--- src/rtl/vote_debounce_transition_counter_core_assert.svh ---
// Assertion macros used by the vote debounce transition counter RTL.
`ifndef VOTE_DEBOUNCE_TRANSITION_COUNTER_CORE_ASSERT_SVH
`define VOTE_DEBOUNCE_TRANSITION_COUNTER_CORE_ASSERT_SVH

// Checks that the consequent holds in the same cycle as the antecedent.
`define VDTC_ASSERT_SAME(label, clk, rst_n, ante, cons) \
	label: assert property (@(posedge clk) disable iff (!rst_n) (ante) |-> (cons)) \
		else $error("vdtc assertion failed");

// Checks that the consequent holds in the cycle after the antecedent.
`define VDTC_ASSERT_NEXT(label, clk, rst_n, ante, cons) \
	label: assert property (@(posedge clk) disable iff (!rst_n) (ante) |=> (cons)) \
		else $error("vdtc assertion failed");

`endif

--- src/rtl/vdtc_pkg.sv ---
// Package with the types and constants of the vote debounce transition counter.
package vdtc_pkg;

	localparam int unsigned PIN_W = 4;
	localparam int unsigned TRANS_W = 5;
	localparam int unsigned CFG_W = 4;
	localparam int unsigned CFG_IDX_W = 2;
	localparam int unsigned OUT_CHANNELS = 4;

	localparam logic [CFG_IDX_W-1:0] REG_SAMPLES_PER_WINDOW = 2'd0;
	localparam logic [CFG_IDX_W-1:0] REG_VOTE_THRESHOLD = 2'd1;

	localparam logic [CFG_W-1:0] SAMPLES_PER_WINDOW_RST = 4'd10;
	localparam logic [CFG_W-1:0] VOTE_THRESHOLD_RST = 4'd7;
	localparam logic [CFG_W-1:0] COUNT_MAX = 4'd15;

	typedef struct packed {
		logic sample_en;
		logic window_end;
		logic [CFG_W-1:0] threshold;
	} lane_ctrl_t;

	typedef struct packed {
		logic [PIN_W-1:0] qualified_touch;
		logic [PIN_W-1:0] direct_state;
		logic [TRANS_W-1:0] transitions_ch0;
		logic [TRANS_W-1:0] transitions_ch1;
		logic [TRANS_W-1:0] transitions_ch2;
		logic [TRANS_W-1:0] transitions_ch3;
	} result_t;

endpackage

--- src/rtl/vdtc_sample_if.sv ---
// Handshake interface that carries one raw pin sample per transaction.
interface vdtc_sample_if
	import vdtc_pkg::*;
	();
	logic valid;
	logic ready;
	logic [PIN_W-1:0] contact_pins;
	logic [PIN_W-1:0] direct_pins;

	modport source (output valid, output contact_pins, output direct_pins, input ready);
	modport sink (input valid, input contact_pins, input direct_pins, output ready);
endinterface

--- src/rtl/vdtc_result_if.sv ---
// Handshake interface that carries one window decision per transaction.
interface vdtc_result_if
	import vdtc_pkg::*;
	();
	logic valid;
	logic ready;
	logic [PIN_W-1:0] qualified_touch;
	logic [PIN_W-1:0] direct_state;
	logic [TRANS_W-1:0] transitions_ch0;
	logic [TRANS_W-1:0] transitions_ch1;
	logic [TRANS_W-1:0] transitions_ch2;
	logic [TRANS_W-1:0] transitions_ch3;

	modport source (output valid, output qualified_touch, output direct_state,
		output transitions_ch0, output transitions_ch1, output transitions_ch2,
		output transitions_ch3, input ready);
	modport sink (input valid, input qualified_touch, input direct_state,
		input transitions_ch0, input transitions_ch1, input transitions_ch2,
		input transitions_ch3, output ready);
endinterface

--- src/rtl/vdtc_lane.sv ---
// One channel lane: low-sample vote, rotating decision history and transition count.
module vdtc_lane
	import vdtc_pkg::*;
#(
	parameter int unsigned HISTORY_DEPTH = 20,
	parameter int unsigned CNT_W = $clog2(HISTORY_DEPTH + 1)
) (
	input  logic clk,
	input  logic arst_n,
	input  lane_ctrl_t ctrl,
	input  logic contact,
	output logic touched,
	output logic [CNT_W-1:0] trans_next
);

	logic [CFG_W-1:0] low_q;
	logic [CFG_W-1:0] low_next;
	logic [HISTORY_DEPTH-1:0] hist_q;
	logic [CNT_W-1:0] trans_q;
	logic [1:0] removed;
	logic [1:0] added;
	logic slot_bit;
	logic prev_bit;
	logic next_bit;

	// The history rotates so that the slot being written always sits at bit 0.
	assign slot_bit = hist_q[0];
	assign next_bit = hist_q[1];
	assign prev_bit = hist_q[HISTORY_DEPTH-1];

	always_comb begin
		low_next = low_q;
		if (!contact && (low_q != COUNT_MAX)) begin
			low_next = low_q + 1'b1;
		end
	end

	assign touched = (low_next >= ctrl.threshold);

	always_comb begin
		removed = 2'(slot_bit ^ prev_bit) + 2'(slot_bit ^ next_bit);
		added = 2'(touched ^ prev_bit) + 2'(touched ^ next_bit);
		trans_next = trans_q + CNT_W'(added) - CNT_W'(removed);
	end

	always_ff @(posedge clk or negedge arst_n) begin
		if (!arst_n) begin
			low_q <= '0;
			hist_q <= '0;
			trans_q <= '0;
		end else if (ctrl.sample_en) begin
			if (ctrl.window_end) begin
				low_q <= '0;
				hist_q <= {touched, hist_q[HISTORY_DEPTH-1:1]};
				trans_q <= trans_next;
			end else begin
				low_q <= low_next;
			end
		end
	end

endmodule

--- src/rtl/vdtc_merge.sv ---
// Merge stage: gathers the lane decisions into a result and buffers it in two slots.
module vdtc_merge
	import vdtc_pkg::*;
#(
	parameter int unsigned CHANNELS = 4,
	parameter int unsigned CNT_W = 5
) (
	input  logic clk,
	input  logic arst_n,
	input  logic push,
	input  logic [CHANNELS-1:0] touched,
	input  logic [CHANNELS-1:0][CNT_W-1:0] trans,
	input  logic [PIN_W-1:0] direct_pins,
	output logic space,
	vdtc_result_if.source results
);

	logic [OUT_CHANNELS-1:0] qual;
	logic [OUT_CHANNELS-1:0][TRANS_W-1:0] counts;
	result_t merged;
	result_t main_q;
	result_t skid_q;
	logic main_valid_q;
	logic skid_valid_q;
	logic pop;

	for (genvar c = 0; c < OUT_CHANNELS; c++) begin : g_out
		if (c < CHANNELS) begin : g_used
			logic [CNT_W+TRANS_W-1:0] wide;
			assign wide = {{TRANS_W{1'b0}}, trans[c]};
			assign qual[c] = touched[c];
			assign counts[c] = wide[TRANS_W-1:0];
		end else begin : g_unused
			assign qual[c] = 1'b0;
			assign counts[c] = '0;
		end
	end

	always_comb begin
		merged.qualified_touch = qual;
		merged.direct_state = ~direct_pins;
		merged.transitions_ch0 = counts[0];
		merged.transitions_ch1 = counts[1];
		merged.transitions_ch2 = counts[2];
		merged.transitions_ch3 = counts[3];
	end

	assign pop = main_valid_q && results.ready;
	assign space = !skid_valid_q;

	always_ff @(posedge clk or negedge arst_n) begin
		if (!arst_n) begin
			main_valid_q <= 1'b0;
			skid_valid_q <= 1'b0;
		end else if (pop) begin
			if (skid_valid_q) begin
				skid_valid_q <= push;
			end else begin
				main_valid_q <= push;
			end
		end else if (push) begin
			if (main_valid_q) begin
				skid_valid_q <= 1'b1;
			end else begin
				main_valid_q <= 1'b1;
			end
		end
	end

	always_ff @(posedge clk) begin
		if (pop) begin
			if (skid_valid_q) begin
				main_q <= skid_q;
				if (push) begin
					skid_q <= merged;
				end
			end else if (push) begin
				main_q <= merged;
			end
		end else if (push) begin
			if (main_valid_q) begin
				skid_q <= merged;
			end else begin
				main_q <= merged;
			end
		end
	end

	assign results.valid = main_valid_q;
	assign results.qualified_touch = main_q.qualified_touch;
	assign results.direct_state = main_q.direct_state;
	assign results.transitions_ch0 = main_q.transitions_ch0;
	assign results.transitions_ch1 = main_q.transitions_ch1;
	assign results.transitions_ch2 = main_q.transitions_ch2;
	assign results.transitions_ch3 = main_q.transitions_ch3;

endmodule

--- src/rtl/vote_debounce_transition_counter_core.sv ---
// Throughput: one sample transaction per cycle while the skid slot is free; each lane
// updates its vote on each accepted sample, and its history and transition count on the
// sample ending a window, whose result is registered in the merge main or skid slot.
// A two-slot result buffer lets samples keep flowing while one result waits.
// Reset clears the counters and histories at once and loads the register defaults.
module vote_debounce_transition_counter_core
	import vdtc_pkg::*;
#(
	parameter int unsigned HISTORY_DEPTH = 20,
	parameter int unsigned CHANNELS = 4
) (
	input  logic clk,
	input  logic arst_n,
	vdtc_sample_if.sink samples,
	vdtc_result_if.source results,
	input  logic wr_en,
	input  logic [CFG_IDX_W-1:0] wr_index,
	input  logic [CFG_W-1:0] wr_data
);

	`include "vote_debounce_transition_counter_core_assert.svh"

	localparam int unsigned CNT_W = $clog2(HISTORY_DEPTH + 1);

	logic [CFG_W-1:0] spw_q;
	logic [CFG_W-1:0] thr_q;
	logic [CFG_W-1:0] sample_cnt_q;
	logic [CFG_W-1:0] cnt_inc;
	logic [CFG_W-1:0] window;
	logic window_end;
	logic fire;
	logic space;
	lane_ctrl_t ctrl;
	logic [CHANNELS-1:0] touched;
	logic [CHANNELS-1:0][CNT_W-1:0] trans;

	always_ff @(posedge clk or negedge arst_n) begin
		if (!arst_n) begin
			spw_q <= SAMPLES_PER_WINDOW_RST;
			thr_q <= VOTE_THRESHOLD_RST;
		end else if (wr_en) begin
			case (wr_index)
				REG_SAMPLES_PER_WINDOW: spw_q <= wr_data;
				REG_VOTE_THRESHOLD: thr_q <= wr_data;
				default: ;
			endcase
		end
	end

	assign samples.ready = space;
	assign fire = samples.valid && space;
	assign cnt_inc = (sample_cnt_q == COUNT_MAX) ? COUNT_MAX : sample_cnt_q + 1'b1;
	assign window = (spw_q == '0) ? CFG_W'(1) : spw_q;
	assign window_end = (cnt_inc >= window);

	always_ff @(posedge clk or negedge arst_n) begin
		if (!arst_n) begin
			sample_cnt_q <= '0;
		end else if (fire) begin
			sample_cnt_q <= window_end ? '0 : cnt_inc;
		end
	end

	always_comb begin
		ctrl.sample_en = fire;
		ctrl.window_end = window_end;
		ctrl.threshold = thr_q;
	end

	for (genvar c = 0; c < CHANNELS; c++) begin : g_lane
		logic contact;
		if (c < PIN_W) begin : g_pin
			assign contact = samples.contact_pins[c];
		end else begin : g_nopin
			assign contact = 1'b0;
		end

		vdtc_lane #(
			.HISTORY_DEPTH(HISTORY_DEPTH),
			.CNT_W(CNT_W)
		) u_lane (
			.clk(clk),
			.arst_n(arst_n),
			.ctrl(ctrl),
			.contact(contact),
			.touched(touched[c]),
			.trans_next(trans[c])
		);
	end

	vdtc_merge #(
		.CHANNELS(CHANNELS),
		.CNT_W(CNT_W)
	) u_merge (
		.clk(clk),
		.arst_n(arst_n),
		.push(fire && window_end),
		.touched(touched),
		.trans(trans),
		.direct_pins(samples.direct_pins),
		.space(space),
		.results(results)
	);

	`VDTC_ASSERT_NEXT(a_window_restart, clk, arst_n, fire && window_end, sample_cnt_q == '0)
	`VDTC_ASSERT_NEXT(a_no_spurious_result, clk, arst_n,
		!results.valid && !(fire && window_end), !results.valid)
	`VDTC_ASSERT_SAME(a_ring_count_even, clk, arst_n, results.valid,
		results.transitions_ch0[0] == 1'b0)
	`VDTC_ASSERT_NEXT(a_threshold_write, clk, arst_n,
		wr_en && (wr_index == REG_VOTE_THRESHOLD), thr_q == $past(wr_data))

endmodule
--- src/flat_wrapper.sv ---
// flat-port wrapper written by rule: the top's interface ports become plain ports
module vote_debounce_transition_counter_core_flat import vdtc_pkg::*;
#(
	parameter int unsigned HISTORY_DEPTH = 20,
	parameter int unsigned CHANNELS = 4
)
  (clk, arst_n, wr_en, wr_index, wr_data, samples_valid, samples_contact_pins, samples_direct_pins, samples_ready, results_valid, results_qualified_touch, results_direct_state, results_transitions_ch0, results_transitions_ch1, results_transitions_ch2, results_transitions_ch3, results_ready);
  vdtc_sample_if samples_i ();
  vdtc_result_if results_i ();
  input  logic clk;
  input  logic arst_n;
  input  logic wr_en;
  input  logic [CFG_IDX_W-1:0] wr_index;
  input  logic [CFG_W-1:0] wr_data;
  input wire logic [$bits(samples_i.valid)-1:0] samples_valid;
  input wire logic [$bits(samples_i.contact_pins)-1:0] samples_contact_pins;
  input wire logic [$bits(samples_i.direct_pins)-1:0] samples_direct_pins;
  output wire logic [$bits(samples_i.ready)-1:0] samples_ready;
  output wire logic [$bits(results_i.valid)-1:0] results_valid;
  output wire logic [$bits(results_i.qualified_touch)-1:0] results_qualified_touch;
  output wire logic [$bits(results_i.direct_state)-1:0] results_direct_state;
  output wire logic [$bits(results_i.transitions_ch0)-1:0] results_transitions_ch0;
  output wire logic [$bits(results_i.transitions_ch1)-1:0] results_transitions_ch1;
  output wire logic [$bits(results_i.transitions_ch2)-1:0] results_transitions_ch2;
  output wire logic [$bits(results_i.transitions_ch3)-1:0] results_transitions_ch3;
  input wire logic [$bits(results_i.ready)-1:0] results_ready;
  assign samples_i.valid = samples_valid;
  assign samples_i.contact_pins = samples_contact_pins;
  assign samples_i.direct_pins = samples_direct_pins;
  assign samples_ready = samples_i.ready;
  assign results_valid = results_i.valid;
  assign results_qualified_touch = results_i.qualified_touch;
  assign results_direct_state = results_i.direct_state;
  assign results_transitions_ch0 = results_i.transitions_ch0;
  assign results_transitions_ch1 = results_i.transitions_ch1;
  assign results_transitions_ch2 = results_i.transitions_ch2;
  assign results_transitions_ch3 = results_i.transitions_ch3;
  assign results_i.ready = results_ready;
  vote_debounce_transition_counter_core #(.HISTORY_DEPTH(HISTORY_DEPTH), .CHANNELS(CHANNELS)) u_core (.clk(clk), .arst_n(arst_n), .samples(samples_i), .results(results_i), .wr_en(wr_en), .wr_index(wr_index), .wr_data(wr_data));
endmodule
--- config.mk ---
export PLATFORM = sky130hd
export DESIGN_NAME = vote_debounce_transition_counter_core_flat
export DESIGN_NICKNAME = d
export VERILOG_FILES = /design/src/rtl/vdtc_pkg.sv /design/src/rtl/vdtc_sample_if.sv /design/src/rtl/vdtc_result_if.sv /design/src/rtl/vdtc_lane.sv /design/src/rtl/vdtc_merge.sv /design/src/rtl/vote_debounce_transition_counter_core.sv /design/src/flat_wrapper.sv
export VERILOG_INCLUDE_DIRS = /design/src /design/src/rtl
export SDC_FILE = /design/constraint.sdc
export NUM_CORES = 1
export LEC_CHECK = 0
export BUFFER_PORTS_ARGS = -buffer_cell sky130_fd_sc_hd__buf_2
export CAP_MARGIN = 20
export CORE_UTILIZATION = 25
export CTS_CLUSTER_SIZE = 40
export DETAILED_ROUTE_END_ITERATION = 8
export PLACE_DENSITY_LB_ADDON = 0.2
export SYNTH_ARGS = -nofsm -noshare
export SYNTH_HDL_FRONTEND = slang
export SYNTH_HIERARCHICAL = 1
export SYNTH_SLANG_ARGS = --single-unit
--- constraint.sdc ---
create_clock -name clk -period 4.2 [get_ports clk]
set_clock_uncertainty 0.15 [all_clocks]
set_input_delay 1.26 -clock clk [delete_from_list [all_inputs] [get_ports clk]]
set_output_delay 1.26 -clock clk [all_outputs]
set_load 0.02 [all_outputs]
==> results of run 1 <==
[cell families after synthesis]
family | Yosys count | share of synthesized area [%]
buf+inv | 86 | 4.15
fa+ha+maj | 53 | 8.06
mux | 127 | 16.7
flops | 186 | 55.0
compound gates | 78 | 6.94
xor+xnor | 28 | 2.73
simple gates | 102 | 6.33
[how the worst max path moves through the flow]
stage | startpoint | to | slack (ns) | cells past startpoint
final | samples_contact_pins[0] | u_core/u_merge/results.transitions_ch0[2] | 0.02 | 15
after CTS | samples_contact_pins[2] | u_core/u_merge/results.transitions_ch2[3] | 0.01 | 14
after global routing | samples_contact_pins[1] | u_core/u_merge/results.transitions_ch1[2] | -0.06 | 15
after floorplan | samples_contact_pins[1] | u_core/u_merge/results.transitions_ch1[2] | -0.18 | 13
after detailed placement | samples_contact_pins[2] | u_core/u_merge/results.transitions_ch2[3] | -0.48 | 14
after global placement | samples_contact_pins[2] | u_core/u_merge/results.transitions_ch2[3] | -0.42 | 14
[stage by stage]
step	area, sq um	instances	total power (uW)	util, %
floorplan	9090	660	2200	-
global placement	10000	1185	2320	28.3
detailed placement	10000	1185	2330	28.3
CTS	10600	1217	3980	29.9
global route	11000	1227	4140	30.9
finish	11000	1227	3930	30.9
[Yosys cell counts, types with 8 or more instances]
| library cell | instances |
|---|---|
| buf_2 | 8 |
| and3_1 | 11 |
| fa_1 | 8 |
| ha_1 | 45 |
| a21oi_1 | 19 |
| xor2_1 | 8 |
| o21ai_1 | 8 |
| nand2_1 | 31 |
| mux2_2 | 63 |
| nor3_1 | 14 |
| dfrtp_1 | 125 |
| nor2_1 | 19 |
| mux2_4 | 20 |
| xnor2_1 | 20 |
| edfxtp_1 | 56 |
| mux2_1 | 42 |
| inv_1 | 75 |
| o21ai_0 | 13 |
[power by group]
part | leakage, uW | total [uW] | switching, uW | internal (uW)
sequential | 0.00223 | 1920 | 18.3 | 1900
combinational | 0.00251 | 409 | 199 | 210
clock | 0.000286 | 1600 | 762 | 843
total | 0.00503 | 3930 | 979 | 2950
[registers in the layout, summed over array words and instances (netlist names)]
name,flops
u_core/g_lane.u_lane/hist_q,80
u_core/u_merge/skid_q,28
u_core/g_lane.u_lane/trans_q,20
u_core/g_lane.u_lane/low_q,16
u_core/u_merge/results.transitions_ch0,5
u_core/u_merge/results.transitions_ch1,5
u_core/u_merge/results.transitions_ch2,5
u_core/u_merge/results.transitions_ch3,5
u_core/sample_cnt_q,4
u_core/spw_q,4
u_core/thr_q,4
u_core/u_merge/results.direct_state,4
u_core/u_merge/results.qualified_touch,4
u_core/u_merge/results.valid,1
u_core/u_merge/skid_valid_q,1
[worst reg2reg max path: stages (launching register included)]
cell	delay, ns
dfrtp_1	0.47
ha_1	0.32
a31oi_4	0.27
xnor2_2	0.14
ha_1	0.24
nand2b_4	0.15
a2111oi_4	0.39
nor3_4	0.11
xnor2_2	0.16
fa_2	0.40
inv_2	0.08
ha_4	0.13
inv_2	0.03
fa_2	0.54
inv_2	0.04
mux2_2	0.24
[routing by layer]
layer	vias up	track usage, %	routed length [um]
met5	-	0	0
met2	51	14.2	7220
met4	0	3.79	303
li1	2525	-	-
met3	13	2.64	541
met1	2508	12.4	7770
[timing repair]
action,CTS,global route
gates resized for setup,0,69
buffers inserted,0,10
hold buffers,0,0
endpoints found under the setup margin,0,16
[area by class of cell]
class | count | area, sq um
Fill cell | 3547 | 24500
Sequential cell | 186 | 4940
Multi-Input combinational cell | 388 | 4030
Tap cell | 461 | 577
Timing Repair Buffer | 85 | 564
Clock buffer | 17 | 425
Inverter | 75 | 282
Clock inverter | 15 | 158
[placed cells by master (no fill, tap or decap), types with 11 or more instances in the layout]
cell type,n
xnor2_2,12
edfxtp_1,56
clkbuf_16,17
nor3_1,11
dfrtp_1,125
buf_2,43
mux2_4,25
inv_1,63
inv_2,12
nand2_1,31
o21ai_0,13
a21oi_1,14
mux2_2,58
mux2_1,42
nor2_1,15
ha_1,37
buf_4,37
==> metrics, run 1 <==
MaxCap Viol Count=0; GRT overflow=0; Die Wd=191 um; critical path class=in2reg; cells along the critical path=buf_8, a31oi_4, xnor2_1, ha_1, nand2b_4, a2111oi_4, nor3_4, xnor2_2, fa_2, inv_2, ha_4, inv_2, fa_2, inv_2, mux2_4; Worst-path clk slew=0.07 ns; HPWL after DPL=10.5 mm; Worst path max stage delay=0.54 ns; status=complete, but fails checks; Area Overhead vs Synth=22.3%; Lkg Pwr=0.00503 uW; Final ANT Viol Nets=0; CP Buf/Inv Count=4; Synth top area share=34.8%; Mapped Cells=660; WL per Instance=12.9 um; dpl ws=-0.478 ns; main area contributors after synthesis=dfrtp_1 (35%), edfxtp_1 (19%), mux2_2 (7.9%); Yosys reg bits=186; initial antenna violation count=0; pin count of the biggest net entering global routing=67; unrepaired setup endpoints after global routing=true; arrival time at the worst endpoint=4.21 ns; layout cells sized above 1=37.9%; Cell Pwr Density=358 nW/um^2; VDD IR-drop max=0.250 mV; first-pass GRT wire length=26.8 mm; Worst Path Required=4.23 ns; relative slew slack=53.4%; fraction of registers with async set or reset after synthesis=69.9%; Starting Density=25.3%; core area=35500 sq um; YS warnings=6; Root Driver=clkbuf_16; top_reg_cell synth=dfrtp_1; DRC errors left=2; reg2reg start=u_core/g_lane[3].u_lane/low_q[0]; Avg Inst Size Synth=13.6 sq um; failing checks=DRC; Num CTS Buffers=17; Worst Path Max Fanout=3; CTS tree=yes; Seq/Total Area, Yosys=55.0%; die area=36700 sq um; setup ws final=0.0195 ns; buffers added on ports=48; Total Negative Setup Slacks=0 ns; Fmax=0.239 GHz; number of hold violations in the final report=0; Final GP Congestion=0.708; First-pass DRT Iterations=6; Max clock buf depth=2; max-slew violations=0; Unique masters post-synth=48; r2r setup slk=0.09 ns; CP delay by family, top=adder cells; Reg-to-Reg End=u_core/u_merge/results.transitions_ch3[2]; Syn Nets=732; final net count=825; R2R depth=15; iteration-0 DRC count of the detailed router=158; Hold Slack=0.334 ns; Crit-path slowest cell=fa_2; Startpoint Class=primary input; Hold Path Origin=u_core/g_lane[3].u_lane/hist_q[9]; CP Capture Type=flip-flop; Post-synth EDFFs=56; vias in the first global route=5181; post-synth top area cell=dfrtp_1; Worst-Skew Late Latency=0.43 ns; hold path endpoint=u_core/g_lane[3].u_lane/hist_q[8]; hold crit path type=reg2reg; fin crit period=4.18 ns; H-tree depth=4; Via-to-Cell Ratio=4.15; crit-path most repeated cell=inv_2; I/O Pins=49; # diodes=0; DR vias=5097; clk sinks=186; DIE HEIGHT=191 um; Tot GR Track Use=9.34%; Tightest Pin Transition=0.699 ns; hold path depth=1; Post-Syn Area=8980 sq um; Final period util=99.5%; Setup-failing EPs final=0; WL final=15.8 mm; number of placement rows=69
Note: power is estimated with default switching activity, not from simulation.
==> run 2, diff against run 1 <==
--- a/config.mk
+++ b/config.mk
@@ -11,7 +11,7 @@
 export CORE_UTILIZATION = 25
 export CTS_CLUSTER_SIZE = 40
 export DETAILED_ROUTE_END_ITERATION = 8
-export PLACE_DENSITY_LB_ADDON = 0.2
+export PLACE_DENSITY = 0.52
 export SYNTH_ARGS = -nofsm -noshare
 export SYNTH_HDL_FRONTEND = slang
 export SYNTH_HIERARCHICAL = 1
==> run 2 against run 1 <==
The run ends with setup timing left. Core utilization decreased by 0.14 points. Cell count shrank 0.49%. Hold slack worse by 0.0052 ns. Die area stayed put. Critical path type unchanged. Critical endpoint is now u_core/u_merge/results.transitions_ch2[2]. Largest cell class unchanged.
==> metrics, run 2 (same netlist as run 1, synthesis figures left out) <==
status=complete, but fails checks; failing checks=setup timing; First-pass DRT Iterations=4 (-2); die area=36700 sq um (unchanged); Total Negative Setup Slacks=-0.0574 ns (-0.0574 ns); number of placement rows=69 (unchanged); Fmax=0.235 GHz (-1.6%); fin crit period=4.25 ns (+0.0669 ns); HPWL after DPL=10.3 mm (-2.3%); Cell Int Power=3060 uW (+3.6%); Lkg Pwr=0.00498 uW (-1.0%); H-tree depth=4 (unchanged); layout cells sized above 1=36.8% (-1.1 points); DRC errors left=0 (-2); register area=4940 sq um (unchanged); Comb power frac=10.2% (-0.2 points); GRT overflow=0 (unchanged); most frequent cells in the layout=dfrtp_1 (125), inv_1 (63), mux2_2 (59); DIE HEIGHT=191 um (unchanged); switching power share of the total=23.8% (-1.1 points); initial antenna violation count=0 (unchanged); arrival time at the worst endpoint=4.28 ns (+0.07 ns); non-filler cells, final=1221 (-0.49%); Hold Slack=0.329 ns (-0.00516 ns); Startpoint Class=primary input; Area Overhead vs Synth=21.7%; cells along the critical path=buf_8, a31oi_4, mux2_4, ha_4, a2111oi_4, nor3_4, xnor2_2, fa_2, inv_2, ha_4, inv_2, fa_2, inv_2, mux2_4; Setup-failing EPs final=2 (+2); Final period util=101% (+1.6 points); final net count=818 (-0.85%); most flop-heavy register=u_core/g_lane.u_lane/hist_q; VDD IR-drop max=0.247 mV (-1.1%); Final GP Congestion=0.709 (+0.11%); hold path depth=1 (unchanged); clk sinks=186 (unchanged); area of the multi-input gates=4000 sq um (-0.81%); first-pass GRT wire length=25.7 mm (-3.9%); Num CTS Buffers=17 (unchanged); Largest regs=u_core/g_lane.u_lane/hist_q (80), u_core/u_merge/skid_q (28), u_core/g_lane.u_lane/trans_q (20); sequential share of power=47.8% (-1.0 points); MaxCap Viol Count=0 (unchanged); CTS tree=yes; vias in the first global route=5042 (-2.7%); CP delay by family, top=adder cells; relative slew slack=53.1% (-0.30 points); max-slew violations=0 (unchanged); commonest non-fill, non-tap cell in the layout=dfrtp_1; DR vias=5097 (unchanged); Worst-Skew Late Latency=0.43 ns (about the same); buffers added on ports=48 (unchanged); pin count of the biggest net entering global routing=70 (+4.5%); max FFs per register=80 (unchanged); core area=35500 sq um (unchanged); setup ws final=-0.0474 ns (-0.0669 ns); Crit-path slowest cell=fa_2; Final Cell Area=10900 sq um (-0.47%); # fillers=3527 (-0.56%); Final ANT Viol Nets=0 (unchanged); Cell Pwr Density=368 nW/um^2 (+2.6%); CP Capture Type=flip-flop; Worst-path clk slew=0.07 ns (about the same); Via-to-Cell Ratio=4.17 (+0.49%); Post-Place Cells=1183 (-0.17%); Worst Path Max Fanout=4 (+1); unrepaired setup endpoints after global routing=true; placed cell areas=10000 sq um (about the same); R2R depth=14 (-1); Util after Layout=30.8% (-0.14 points); Worst path depth=14 (-1); Root Driver=clkbuf_16; I/O Pins=49 (unchanged); Sw Pwr=957 uW (-2.2%); Tightest Pin Transition=0.703 ns (+0.00445 ns); WL per Instance=12.6 um (-2.5%); share of power burned in the clock network=42.0% (+1.2 points); iteration-0 DRC count of the detailed router=209 (+32%); Max clock buf depth=2 (unchanged); Worst Path Required=4.24 ns (about the same); WL final=15.4 mm (-3.0%); number of hold violations in the final report=0 (unchanged); Starting Density=25.3% (unchanged); crit-path most repeated cell=inv_2; Worst path max stage delay=0.55 ns (about the same); Tot GR Track Use=8.94% (-0.40 points); hold crit path type=reg2reg; critical path class=in2reg; CP Buf/Inv Count=4 (unchanged); Die Wd=191 um (unchanged)
## run 2: worst reg2reg max path: stages, from the launching register on
cell,delay [ns]
dfrtp_1,0.44
ha_1,0.30
a31oi_4,0.26
mux2_4,0.34
ha_4,0.25
a2111oi_4,0.39
nor3_4,0.13
xnor2_2,0.17
fa_2,0.39
inv_2,0.08
ha_4,0.13
inv_2,0.04
fa_2,0.55
inv_2,0.04
mux2_4,0.25
## run 2: cell type report
type | count | share of cell area [%]
multi-input cells | 388 | 36.6
inverters | 75 | 2.58
repair buffers | 78 | 4.70
flip-flops and latches | 186 | 45.2
diodes | 1 | 0.0229
clock buffers | 17 | 3.89
clock inverters | 15 | 1.72
well taps | 461 | 5.28
## run 2: final timing paths
check / startpoint / endpoint / slack [ns]
min reg2reg: u_core/g_lane[3].u_lane/hist_q[7] / u_core/g_lane[3].u_lane/hist_q[6] / 0.33
max in group asynchronous: arst_n / u_core/g_lane[0].u_lane/hist_q[17] / 2.48
min: u_core/g_lane[3].u_lane/hist_q[7] / u_core/g_lane[3].u_lane/hist_q[6] / 0.33
max reg2reg: u_core/g_lane[2].u_lane/low_q[0] / u_core/u_merge/results.transitions_ch2[2] / 0.08
min in group asynchronous: arst_n / u_core/spw_q[2] / 0.58
max: samples_contact_pins[2] / u_core/u_merge/results.transitions_ch2[2] / -0.05
## run 2: routing by layer
metal,track usage (%),share of wire (%),up-vias,routed length [um]
met5,0,0,-,0
met4,3.21,1.3,0,196
met3,2.70,4.2,10,651
met2,13.5,45,57,6980
met1,12.0,49,2523,7540
li1,-,-,2507,-
## run 2: timing repair
| item | CTS | global route |
|---|---|---|
| hold buffers | 0 | 0 |
| gates resized for setup | 4 | 58 |
| setup buffers | 1 | 4 |
| gates cloned | 0 | 0 |
| setup endpoints to repair | 1 | 15 |
| pin swaps | 1 | 34 |
## run 2: power groups by stage
stage / sequential [uW] / combinational, uW / clock [uW]
floorplan: 1950 / 251 / 0
global route: 1920 / 455 / 1830
CTS: 1920 / 383 / 1760
finish: 1920 / 408 / 1690
global placement: 1960 / 369 / 0
detailed placement: 1960 / 373 / 0
## run 2: through the flow
step | setup WS (ns) | power (uW)
5_1_grt | -0.104 | 4210
4_1_cts | -0.00192 | 4060
3_5_place_dp | -0.485 | 2330
2_1_floorplan | -0.178 | 2200
6_report | -0.0474 | 4020
3_3_place_gp | -0.410 | 2330
